### src/design/mbtc_pkg.sv
// Shared types, codes and constants for the Modbus master transaction checker.
// Used by the front, queue, back and top-level modules; depends on nothing.
package mbtc_pkg;

  localparam logic [7:0]  FC_READ       = 8'h04;
  localparam logic [7:0]  FC_WRITE1     = 8'h06;
  localparam logic [7:0]  FC_WRITEN     = 8'h10;
  localparam logic [15:0] REJECT_VALUE  = 16'hFFFF;
  localparam logic [7:0]  PAD_BYTE      = 8'h00;
  localparam logic [15:0] TIMEOUT_RESET = 16'd4000;
  localparam logic [16:0] TICKS_MAX     = 17'h1FFFF;
  localparam int          MBTC_QUEUE_DEPTH = 2;

  typedef enum logic [1:0] {
    KIND_ISSUE  = 2'd0,
    KIND_REPLY  = 2'd1,
    KIND_EXCEPT = 2'd2,
    KIND_TICK   = 2'd3
  } kind_e;

  typedef enum logic [1:0] {
    CMD_READ   = 2'd0,
    CMD_WRITE1 = 2'd1,
    CMD_WRITEN = 2'd2,
    CMD_BAD    = 2'd3
  } cmd_e;

  typedef enum logic [2:0] {
    EV_NONE   = 3'd0,
    EV_SENT   = 3'd1,
    EV_REJECT = 3'd2,
    EV_OK     = 3'd3,
    EV_ERR    = 3'd4
  } event_e;

  typedef enum logic [2:0] {
    ST_OK      = 3'd0,
    ST_BUSY    = 3'd1,
    ST_PROTO   = 3'd2,
    ST_TIMEOUT = 3'd3,
    ST_MODBUS  = 3'd4,
    ST_INVALID = 3'd5
  } status_e;

  // Classified request as it travels from the front to the back
  typedef struct packed {
    kind_e       kind;
    cmd_e        cmd;
    logic [7:0]  func;
    logic [15:0] addr;
    logic [7:0]  expect_len;
    logic [7:0]  reg_count;
    logic [8:0]  data_bytes;
    logic [15:0] value;
    logic [7:0]  reply_len;
    logic [31:0] reply_head;
  } item_t;

  // Result fields handed to the output register
  typedef struct packed {
    event_e      ev;
    status_e     status;
    logic [7:0]  send_func;
    logic [15:0] send_address;
    logic [7:0]  send_reg_count;
    logic [8:0]  send_data_bytes;
    logic        busy;
    logic        write_wait;
  } result_t;

endpackage

### src/design/mbtc_back.sv
// Back end: transaction state machine, reply checks, tick timeout.
// Holds the timeout register and the output register. Depends on mbtc_pkg.
module mbtc_back (
  input  logic             clk_i,
  input  logic             rst_ni,
  input  logic             cfg_valid_i,
  input  logic [15:0]      cfg_data_i,
  input  logic             empty_i,
  input  mbtc_pkg::item_t  item_i,
  output logic             pop_o,
  input  logic             out_stall_i,
  output logic             out_valid_o,
  output mbtc_pkg::result_t result_o
);
  import mbtc_pkg::*;

  typedef enum logic [1:0] {
    PH_IDLE  = 2'd0,
    PH_READ  = 2'd1,
    PH_WRITE = 2'd2
  } phase_e;

  phase_e      phase_q, phase_d;
  logic        pend_w1_q, pend_w1_d;
  logic [15:0] pend_addr_q, pend_addr_d;
  logic [7:0]  pend_elen_q, pend_elen_d;
  logic [15:0] pend_value_q, pend_value_d;
  logic [16:0] elapsed_q, elapsed_d;
  logic [15:0] timeout_q;
  logic        out_valid_q;
  result_t     result_q, result_d;
  logic [16:0] elapsed_inc;
  status_e     fin_st;
  logic        fin;

  // Take the next request when the output register is free or draining
  assign pop_o       = ~empty_i & (~out_valid_q | ~out_stall_i);
  assign out_valid_o = out_valid_q;
  assign result_o    = result_q;

  assign elapsed_inc = (elapsed_q != TICKS_MAX) ? elapsed_q + 17'd1 : elapsed_q;

  // Work out the next state and the result of this request
  always_comb begin
    phase_d      = phase_q;
    pend_w1_d    = pend_w1_q;
    pend_addr_d  = pend_addr_q;
    pend_elen_d  = pend_elen_q;
    pend_value_d = pend_value_q;
    elapsed_d    = elapsed_q;
    result_d     = '0;
    fin          = 1'b0;
    fin_st       = ST_OK;

    case (item_i.kind)
      KIND_ISSUE: begin
        if (phase_q != PH_IDLE) begin
          result_d.ev     = EV_REJECT;
          result_d.status = ST_BUSY;
        end else if (item_i.cmd == CMD_BAD) begin
          result_d.ev     = EV_REJECT;
          result_d.status = ST_PROTO;
        end else begin
          result_d.ev              = EV_SENT;
          result_d.status          = ST_OK;
          result_d.send_func       = item_i.func;
          result_d.send_address    = item_i.addr;
          result_d.send_reg_count  = item_i.reg_count;
          result_d.send_data_bytes = item_i.data_bytes;
          phase_d     = (item_i.cmd == CMD_READ) ? PH_READ : PH_WRITE;
          pend_w1_d   = (item_i.cmd == CMD_WRITE1);
          pend_addr_d = item_i.addr;
          pend_elen_d = item_i.expect_len;
          elapsed_d   = '0;
          if (item_i.cmd == CMD_WRITE1) begin
            pend_value_d = item_i.value;
          end
        end
      end
      KIND_REPLY: begin
        if (phase_q != PH_IDLE) begin
          fin = 1'b1;
          if (item_i.reply_len == 8'd0) begin
            fin_st = ST_PROTO;
          end else if (phase_q == PH_READ) begin
            fin_st = (item_i.reply_len == pend_elen_q) ? ST_OK : ST_PROTO;
          end else if (item_i.reply_len < 8'd4 ||
                       item_i.reply_head[31:16] != pend_addr_q) begin
            fin_st = ST_PROTO;
          end else if (pend_w1_q) begin
            if (item_i.reply_head[15:0] == REJECT_VALUE) begin
              fin_st = ST_MODBUS;
            end else if (item_i.reply_head[15:0] != pend_value_q) begin
              fin_st = ST_INVALID;
            end else begin
              fin_st = ST_OK;
            end
          end else begin
            fin_st = ST_OK;
          end
        end
      end
      KIND_EXCEPT: begin
        if (phase_q != PH_IDLE) begin
          fin    = 1'b1;
          fin_st = ST_MODBUS;
        end
      end
      KIND_TICK: begin
        if (phase_q != PH_IDLE) begin
          elapsed_d = elapsed_inc;
          if (elapsed_inc > {1'b0, timeout_q}) begin
            fin    = 1'b1;
            fin_st = ST_TIMEOUT;
          end
        end
      end
      default: begin
        result_d = '0;
      end
    endcase

    // Close the transaction
    if (fin) begin
      phase_d         = PH_IDLE;
      result_d.ev     = (fin_st == ST_OK) ? EV_OK : EV_ERR;
      result_d.status = fin_st;
    end

    result_d.busy       = (phase_d != PH_IDLE);
    result_d.write_wait = (phase_d == PH_WRITE);
  end

  // Hold transaction state and the output register
  always_ff @(posedge clk_i or negedge rst_ni) begin
    if (!rst_ni) begin
      phase_q      <= PH_IDLE;
      pend_w1_q    <= 1'b0;
      pend_addr_q  <= '0;
      pend_elen_q  <= '0;
      pend_value_q <= '0;
      elapsed_q    <= '0;
      timeout_q    <= TIMEOUT_RESET;
      out_valid_q  <= 1'b0;
    end else begin
      if (cfg_valid_i) begin
        timeout_q <= cfg_data_i;
      end
      if (pop_o) begin
        phase_q      <= phase_d;
        pend_w1_q    <= pend_w1_d;
        pend_addr_q  <= pend_addr_d;
        pend_elen_q  <= pend_elen_d;
        pend_value_q <= pend_value_d;
        elapsed_q    <= elapsed_d;
        out_valid_q  <= 1'b1;
      end else if (!out_stall_i) begin
        out_valid_q  <= 1'b0;
      end
    end
  end

  always_ff @(posedge clk_i) begin
    if (pop_o) begin
      result_q <= result_d;
    end
  end

endmodule

### config.mk
export PLATFORM = sky130hd
export DESIGN_NAME = mbtc_back
export DESIGN_NICKNAME = d
export VERILOG_FILES = /design/src/design/mbtc_pkg.sv /design/src/design/mbtc_back.sv
export SDC_FILE = /design/constraint.sdc
export NUM_CORES = 1
export LEC_CHECK = 0
export BUFFER_PORTS_ARGS = -buffer_cell sky130_fd_sc_hd__buf_2
export CORE_MARGIN = 2
export CORE_UTILIZATION = 35
export DETAILED_ROUTE_END_ITERATION = 6
export GPL_TIMING_DRIVEN = 0
export PLACE_DENSITY_LB_ADDON = 0.08
export SLEW_MARGIN = 20
export SYNTH_ARGS = -nofsm -noshare
export SYNTH_HDL_FRONTEND = slang
export SYNTH_SLANG_ARGS = --single-unit
export TNS_END_PERCENT = 10
### constraint.sdc
create_clock -name clk_i -period 3.2 [get_ports clk_i]
set_input_delay 0.16 -clock clk_i [delete_from_list [all_inputs] [get_ports clk_i]]
set_output_delay 0.16 -clock clk_i [all_outputs]
set_load 0.02 [all_outputs]
==> results of run 1 <==
-- cell usage in the layout, fill, tap and decap left out, types with 4 or more instances in the layout --
cell type / count
edfxtp_1: 49
mux2_2: 42
o31ai_1: 4
clkbuf_1: 11
xor2_1: 42
clkbuf_16: 17
nand2_1: 41
bufinv_16: 4
nor3_1: 7
dfrtp_1: 61
nor2_1: 15
dfstp_2: 6
ha_4: 4
nor4_1: 11
inv_1: 23
dfrtp_2: 10
and3_1: 6
buf_2: 183
nand3_1: 11
dlygate4sd3_1: 55
nand3_2: 4
a21oi_1: 10
nand4_1: 14
xnor2_1: 8
ha_1: 17
and4_4: 4
buf_6: 6
and2_1: 42
buf_4: 27
o21ai_0: 22
or3_1: 5
a21o_1: 9
-- metrics by stage --
step	TNS [ps]	cell area, µm²
2_1_floorplan	0	6370
6_report	0	9300
4_1_cts	0	9040
3_3_place_gp	-33920	7560
5_1_grt	-704	9300
3_5_place_dp	-4640	7610
-- power by group through the flow --
stage	combinational [W]	clock [W]	sequential, W
6_report	0.000911	0.00208	0.00207
5_1_grt	0.00101	0.00219	0.00210
4_1_cts	0.000899	0.00213	0.00207
3_5_place_dp	0.000809	0	0.00210
3_3_place_gp	0.000785	0	0.00209
2_1_floorplan	0.000492	0	0.00212
-- what timing repair did --
action | 4_1_cts | 5_1_grt
hold endpoints to repair | 87 | 0
hold buffers | 55 | 0
pin swaps | 12 | 28
setup buffers | 11 | 17
endpoints found under the setup margin | 10 | 10
gates resized for setup | 38 | 30
-- cell type report --
cell class	count	area, µm²	area share [%]
buffer	20	108	1.16
clock buffer	17	425	4.57
timing repair buffer	265	1720	18.5
multi-input combinational	376	3040	32.7
tap	229	287	3.08
clock inverter	15	209	2.25
sequential	126	3420	36.7
inverter	24	91.3	0.982
-- cell families (layout without fill, tap and decap cells) --
| kind of cell | Yosys count | count (layout) |
|---|---|---|
| xor gates and xnor gates | 55 | 55 |
| adders and majority gates | 21 | 21 |
| and+or+nand+nor | 177 | 177 |
| AOI/OAI and AO/OA | 80 | 80 |
| DFF | 126 | 126 |
| muxes | 43 | 43 |
| buffers and inverters | 45 | 341 |
-- path summary, 6_finish.rpt --
kind | endpoint | cells after the start
min in group asynchronous | pend_value_q[13] | 2
max in group asynchronous | timeout_q[8] | 3
worst max register to register | result_o[47] | 13
worst min register to register | pend_w1_q | 2
worst max-delay path | result_o[47] | 13
worst min-delay path | pend_addr_q[1] | 2
-- flip-flops by register name, summed over array words and instances, names as in the netlist --
name,cells
phase_q,2
pend_w1_q,1
pend_elen_q,8
elapsed_q,17
pend_value_q,16
result_o,49
out_valid_o,1
pend_addr_q,16
timeout_q,16
-- layer usage --
metal / up-vias / GRT usage (%) / wire [µm]
met1: 2463 / 22.9 / 7720
met4: 2 / 5.16 / 195
met2: 150 / 26.7 / 7420
met3: 17 / 4.39 / 925
met5: - / 0 / 13
li1: 2523 / - / -
-- worst max-delay path, cell delays in order, from the launching register on --
cell and delay [ps]:
dfrtp_2 440, and4_4 220, buf_4 150, a311oi_4 320
buf_4 200, nand3_2 110, xnor2_1 150, ha_1 290
nand3_2 140, nor3_4 170, o2bb2ai_2 150, a211oi_4 80
o21a_4 260, a32o_1 240
==> results.yml, run 1 <==
power:
  clkPwrFrac_pct: 41.1
  p_leak_nw: 4.33
  combPwrFrac_pct: 18.0
  power_density_nw_per_um2: 544
  totalPowerFinal_w: 0.00507
  p_seq_share_pct: 40.9
  p_sw_w: 0.00134
  switching_share_pct: 26.5
  p_int_w: 0.00372
  peakVddDrop_v: 0.000352
cells_and_area:
  drive_gt1_share_pct: 41.9
  final_core_util_pct: 52.0
  fillers: 1626
  diodes: 0
  syn2layout_area_growth_pct: 46.0
  final_cells: 1072
  fin_nets: 981
synthesis:
  synthMuxAreaShare_pct: 7.60
  synth_top_family_by_area: "simple AND/OR/NAND/NOR gates"
  yosys.area.top_type: "dfrtp_1"
  yosysTopAreaCellShare_pct: 27.9
  synth_cell_types: 61
  synthSimpleGateAreaFrac_pct: 15.5
  yosys_most_used_dff: "dfrtp_1"
  ys_warn_count: 0
  async_flop_share_pct: 61.1
  synth_edf_count: 49
  synth_xor_area_share_pct: 7.56
  synthMostInstantiatedCell: "dfrtp_1"
  synth_compound_area_share_pct: 8.80
  synth_adder_area_share_pct: 4.12
  synth_area_leaders: "dfrtp_1, edfxtp_1, mux2_2, xor2_1, and2_1"
  syn_area_um2: 6370
  synth.yosys.seq_area_share_pct: 53.5
  synth_common_cells: "dfrtp_1, edfxtp_1, mux2_2, xor2_1, and2_1"
  synthesis.nets: 698
  syn_area_per_cell_um2: 11.6
  synth_cells: 547
  ys_ff_latch: 126
worst_setup_path:
  cp-end-kind: "register"
  r2r-start: "elapsed_q[13]"
  cp_max_fo: 6
  arrival_ps: 3330
  cp.required_ps: 3360
  setup.worst_path.start_class: "register"
  cp-startpoint: "elapsed_q[13]"
  setup.worst_path.class: "reg2reg"
  reg2reg_slack_ps: 30
global_routing:
  grt-ovfl-total: 0
  grt_max_degree: 44
  grt_pass1_wl_um: 26200
  grt_pass1_vias: 5154
  antenna_found_initial: 1
  grtUsageTotal_pct: 16.9
drt:
  drcViolationCount: 0
  drtIter0Drc: 217
  drt-pass1-iter-count: 4
  routedWlPerCell_um: 15.2
  antenna_left: 0
  routed_wl_um: 16300
  viasPerCell: 4.81
  vias: 5155
cts:
  cts_tree: "built"
  numCtsBuffers: 17
  clkLatencyLatePin_ps: 410
  cts_root_buf: "clkbuf_16"
  clock-sinks: 126
  htree_levels: 4
  ctsLongestPathBuffers: 2
  clk_pin_slew_ps: 60
place:
  gp_congestion: 0.830
  dp_cells: 958
  portBuffers: 180
  dpl.hpwl_um: 11400
  post-place-ws_ps: -540
run_status:
  status: "finished clean"
run:
  cap_violations: 0
floorplanning:
  die_y_um: 139
  pin_count: 181
  fp.dieArea_um2: 19300
  chipWidth_um: 139
  start_util_pct: 35.6
  fp-row-count: 49
  core_area_um2: 17900
timing:
  worstMarginPinSlew_ps: 540
  relSlewSlack_pct: 64.0
  setup_viol: 0
  clock-skew-final_ps: 6.42
  finalHoldViolCount: 0
  timing.final.ws_setup_ps: 32.9
  max_freq_ghz: 0.316
  rsz0062_at_grt: "true"
  hold_ws_ps: 20.5
  slew_violations: 0
  timing.final.crit_share_pct: 99.0
  fin_crit_ps: 3170
worst_hold_path:
  hold_path.startpoint: "item_i[82]"
  hold_path.class: "in2reg"
(Power assumes the default switching activity.)
==> inputs of run 2 (changes only) <==
--- a/config.mk
+++ b/config.mk
@@ -6,8 +6,10 @@
 export NUM_CORES = 1
 export LEC_CHECK = 0
 export BUFFER_PORTS_ARGS = -buffer_cell sky130_fd_sc_hd__buf_2
+export CELL_PAD_IN_SITES_DETAIL_PLACEMENT = 0
+export CELL_PAD_IN_SITES_GLOBAL_PLACEMENT = 2
 export CORE_MARGIN = 2
-export CORE_UTILIZATION = 35
+export CORE_UTILIZATION = 30
 export DETAILED_ROUTE_END_ITERATION = 6
 export GPL_TIMING_DRIVEN = 0
 export PLACE_DENSITY_LB_ADDON = 0.08
==> results.yml, run 2 (synthesis gave the netlist of run 1 again) <==
run_status:
  status: "finished, violations left"
  failed_checks: "setup timing"
worst_setup_path:
  reg2reg_slack_ps: -40
  timing.rr.end: "result_o[48]"
  setup.worst_path.class: "reg2reg"
  setup.worst_path.start_class: "register"
  cp-end-kind: "register"
  cp.required_ps: 3340
  worstRegToRegCells: 12
  r2r-start: "elapsed_q[13]"
  cp_max_fo: 6
  arrival_ps: 3380
drt:
  routedWlPerCell_um: 14.9
  drcViolationCount: 0
  viasPerCell: 4.57
  vias: 5133
  drt-pass1-iter-count: 6
  routed_wl_um: 16800
  drtIter0Drc: 176
  antenna_left: 0
timing:
  fin_crit_ps: 3240
  rsz0062_at_grt: "true"
  timing.final.crit_share_pct: 101
  relSlewSlack_pct: 60.1
  timing.final.ws_setup_ps: -37.0
  finalHoldViolCount: 0
  max_freq_ghz: 0.309
  setup_viol: 5
  slew_violations: 0
  clock-skew-final_ps: 9.39
  worstMarginPinSlew_ps: 599
floorplanning:
  fp.dieArea_um2: 22400
  core_area_um2: 21000
  pin_count: 181
  fp-row-count: 53
  die_y_um: 150
  start_util_pct: 30.4
  chipWidth_um: 150
place:
  post-place-ws_ps: -555
  place_area_um2: 7670
  dpl.hpwl_um: 12200
  gp_congestion: 0.767
  portBuffers: 180
cells_and_area:
  largest_register_ffs: 49
  drive_gt1_share_pct: 40.3
  fin_nets: 985
  layout_common_cells: "buf_2, dfrtp_1, dlygate4sd3_1"
  fin_area_um2: 9300
  final_core_util_pct: 44.4
  syn2layout_area_growth_pct: 46.0
  layout_commonest_cell: "buf_2"
worst_hold_path:
  hold_path.startpoint: "item_i[103]"
  hold_path.class: "in2reg"
  min_to: "result_o[41]"
  hold_path_depth: 2
global_routing:
  antenna_found_initial: 1
  grt_max_degree: 43
  grtUsageTotal_pct: 15.4
  grt-ovfl-total: 0
  grt_pass1_vias: 5280
  grt_pass1_wl_um: 26700
cts:
  cts_root_buf: "clkbuf_16"
  ctsLongestPathBuffers: 2
  clk_pin_slew_ps: 60
  htree_levels: 4
  cts_tree: "built"
  clock-sinks: 126
  numCtsBuffers: 17
  clkLatencyLatePin_ps: 410
run:
  cap_violations: 0
power:
  p_leak_nw: 4.31
  power_density_nw_per_um2: 545
  peakVddDrop_v: 0.000353
-- run 2: cell type report --
type,count,area [µm²]
fillers,2084,11700
flip-flops and latches,126,3420
multi-input cells,376,2950
repair buffers,269,1760
clock buffers,18,429
well taps,275,344
clock inverters,14,206
plain buffers,20,108
inverters,24,91.3
diodes,1,2.50
-- run 2: per-layer routing --
layer	vias to the layer above	share of wire (%)	global-route usage [%]
met5	-	0	0
met2	165	45	24.2
met4	0	1.4	5.94
met1	2404	47	20.6
li1	2545	-	-
met3	19	6.4	3.41
-- run 2: worst max-delay path by stage --
stage	startpoint	to	slack, ps	cells past startpoint
floorplan	elapsed_q[4]	result_o[44]	40	13
global placement	out_valid_o	elapsed_q[0]	-730	7
detailed placement	elapsed_q[4]	result_o[44]	-560	13
CTS	elapsed_q[5]	result_o[1]	-60	14
global route	elapsed_q[15]	result_o[48]	-200	12
finish	elapsed_q[13]	result_o[48]	-40	12
-- run 2: through the flow --
step / power [W] / std cells / setup TNS, ps / hold WS [ps]
after floorplan: 0.00261 / 547 / 0 / -136
after global placement: 0.00289 / 1002 / -37420 / 331
after detailed placement: 0.00292 / 1004 / -4730 / 172
after CTS: 0.00514 / 1109 / -185 / 0.282
after global routing: 0.00535 / 1122 / -1560 / 3.00
final: 0.00507 / 1123 / -148 / 20.4
-- run 2: timing repair --
action,CTS,global route
gates cloned,0,0
endpoints found under the setup margin,10,10
pin swaps,14,17
hold buffers,59,0
buffers inserted,14,14
resized for setup,40,10
endpoints found under the hold margin,87,0
-- run 2: critical path, stage by stage (launching register included) --
cell	delay, ps
dfrtp_2	420
and4_4	290
nand4_1	180
buf_4	200
nor2_4	120
mux2_4	320
ha_4	210
and4_4	140
nor3b_2	140
a211o_1	300
a211oi_2	290
o21a_2	260
o22ai_2	90
-- run 2: report_power, final --
part / internal [W] / switching, W
Sequential: 0.00194 / 0.000137
Combinational: 0.000468 / 0.000438
Clock: 0.00132 / 0.000770
==> inputs of run 3 (changes only) <==
--- a/config.mk
+++ b/config.mk
@@ -5,11 +5,12 @@
 export SDC_FILE = /design/constraint.sdc
 export NUM_CORES = 1
 export LEC_CHECK = 0
+export ABC_AREA = 1
 export BUFFER_PORTS_ARGS = -buffer_cell sky130_fd_sc_hd__buf_2
 export CELL_PAD_IN_SITES_DETAIL_PLACEMENT = 0
 export CELL_PAD_IN_SITES_GLOBAL_PLACEMENT = 2
 export CORE_MARGIN = 2
-export CORE_UTILIZATION = 30
+export CORE_UTILIZATION = 28
 export DETAILED_ROUTE_END_ITERATION = 6
 export GPL_TIMING_DRIVEN = 0
 export PLACE_DENSITY_LB_ADDON = 0.08
==> results.yml, run 3 <==
cells_and_area:
  fillers: 2327
  final_cells: 1264
  layout_common_cells: "buf_2, inv_1, nand2_1"
  syn2layout_area_growth_pct: 42.8
  drive_gt1_share_pct: 32.9
  largest_register_ffs: 49
  layout_commonest_cell: "buf_2"
  diodes: 0
  fin_nets: 1117
worst_setup_path:
  cp-end-kind: "register"
  r2r-start: "elapsed_q[0]"
  cp.required_ps: 3370
  cp-startpoint: "elapsed_q[0]"
  worstRegToRegCells: 21
  reg2reg_slack_ps: 50
  cp_max_fo: 8
  timing.rr.end: "result_o[1]"
  setup.worst_path.class: "reg2reg"
  arrival_ps: 3320
  setup.worst_path.start_class: "register"
power:
  power_density_nw_per_um2: 630
  peakVddDrop_v: 0.000354
  p_leak_nw: 4.57
  totalPowerFinal_w: 0.00583
synthesis:
  synth_area_leaders: "dfrtp_1, edfxtp_1, nand2_1, inv_1, nor2_1"
  yosys.area.top_type: "dfrtp_1"
  synth.yosys.seq_area_share_pct: 52.6
  synth_compound_area_share_pct: 5.99
  synthMuxAreaShare_pct: 5.62
  synth_cells: 688
  yosys_most_used_dff: "dfrtp_1"
  async_flop_share_pct: 61.1
  ys_ff_latch: 126
  syn_area_per_cell_um2: 9.41
  ys_warn_count: 0
  synthesis.nets: 839
  synth_xor_area_share_pct: 5.00
  synthSimpleGateAreaFrac_pct: 18.7
  yosysTopAreaCellShare_pct: 27.4
  synth_top_family_by_area: "simple AND/OR/NAND/NOR gates"
  synthMostInstantiatedCell: "nand2_1"
  synth_adder_area_share_pct: 4.06
  syn_area_um2: 6470
  synth_cell_types: 41
  synth_common_cells: "nand2_1, inv_1, nor2_1"
  synth_edf_count: 49
timing:
  timing.final.ws_setup_ps: 49.5
  timing.final.crit_share_pct: 98.5
  worstMarginPinSlew_ps: 766
  rsz0062_at_grt: "true"
  fin_crit_ps: 3150
  max_freq_ghz: 0.317
  clock-skew-final_ps: 9.15
  finalHoldViolCount: 0
  tns_ps: 0
  relSlewSlack_pct: 48.8
  slew_violations: 0
  hold_ws_ps: 10.1
  setup_viol: 0
global_routing:
  grt_max_degree: 49
  grtUsageTotal_pct: 15.4
  grt_pass1_wl_um: 29300
  grt-ovfl-total: 0
  antenna_found_initial: 0
  grt_pass1_vias: 5704
cts:
  ctsLongestPathBuffers: 2
  numCtsBuffers: 17
  clock-sinks: 126
  clkLatencyLatePin_ps: 420
  cts_root_buf: "clkbuf_16"
  htree_levels: 4
  clk_pin_slew_ps: 60
  cts_tree: "built"
place:
  gp_congestion: 0.787
  dpl.hpwl_um: 13600
  portBuffers: 180
  post-place-ws_ps: -446
  dp_cells: 1156
run:
  cap_violations: 0
floorplanning:
  pin_count: 181
  start_util_pct: 28.6
  fp.dieArea_um2: 24400
  fp-row-count: 55
  die_y_um: 156
  chipWidth_um: 156
  core_area_um2: 22600
run_status:
  status: "finished clean"
drt:
  antenna_left: 0
  routedWlPerCell_um: 14.2
  viasPerCell: 4.36
  vias: 5512
  drcViolationCount: 0
  routed_wl_um: 18000
  drt-pass1-iter-count: 4
  drtIter0Drc: 143
worst_hold_path:
  min_to: "pend_addr_q[15]"
  hold_path_depth: 3
  hold_path.startpoint: "item_i[96]"
  hold_path.class: "in2reg"
-- run 3: power breakdown --
part | switching [W] | internal (W)
Sequential | 0.000243 | 0.00208
Clock | 0.000762 | 0.00106
Combinational | 0.000903 | 0.000777
Total | 0.00191 | 0.00392
-- run 3: repair_timing --
item | in CTS | in global routing
buffers inserted | 12 | 8
endpoints found under the setup margin | 10 | 10
pin swaps | 11 | 15
gates resized for setup | 19 | 17
cloned | 0 | 0
hold buffers | 56 | 0
hold endpoints to repair | 83 | 0
-- run 3: cells by family (layout without fill, tap and decap cells) --
kind of cell,after synthesis,count (layout)
and+or+nand+nor,267,267
buffers and inverters,135,426
DFF,126,126
AOI/OAI and AO/OA,72,72
xor gates and xnor gates,37,37
muxes,30,30
adders and majority gates,21,21
-- run 3: final cells by class --
class / instances / area [µm²] / area share [%]
Tap cell: 285 / 357 / 3.86
Clock buffer: 18 / 429 / 4.64
Multi-Input combinational cell: 427 / 2720 / 29.4
Buffer: 13 / 57.6 / 0.623
Timing Repair Buffer: 259 / 1700 / 18.4
Sequential cell: 126 / 3410 / 36.9
Inverter: 122 / 460 / 4.98
Clock inverter: 14 / 120 / 1.30
-- run 3: per-layer routing --
layer	wire length, µm	GRT usage [%]
met3	927	3.67
met4	173	4.15
met1	8410	20.2
met2	8490	25.7
met5	0	0
-- run 3: worst max path at each step --
stage	endpoint
after CTS	result_o[1]
after detailed placement	result_o[46]
after global routing	result_o[1]
final	result_o[1]
after floorplan	result_o[46]
after global placement	result_o[46]
-- run 3: per-stage QoR --
stage	instance area (µm²)	util [%]
5_1_grt	9240	40.8
6_report	9240	40.8
3_5_place_dp	7830	34.6
4_1_cts	9110	40.2
3_3_place_gp	7740	34.2
2_1_floorplan	6480	-
-- run 3: critical path, cell delays in order (launching register included) --
cell     delay [ps]
dfrtp_1         420
ha_4            190
nand3_4         100
nor2_4           50
nand2_2         100
nor2_4           60
inv_4            60
nand4_1         170
nor2_4          200
nand2_2         110
o21ai_2         160
nand2_2         100
ha_4            270
nand4_1         160
nor2_1          190
nand3_1         100
nand3_2         100
nand2_4          80
nand2_4         100
nand2_8          80
nand2_4          70
nand2_2          50
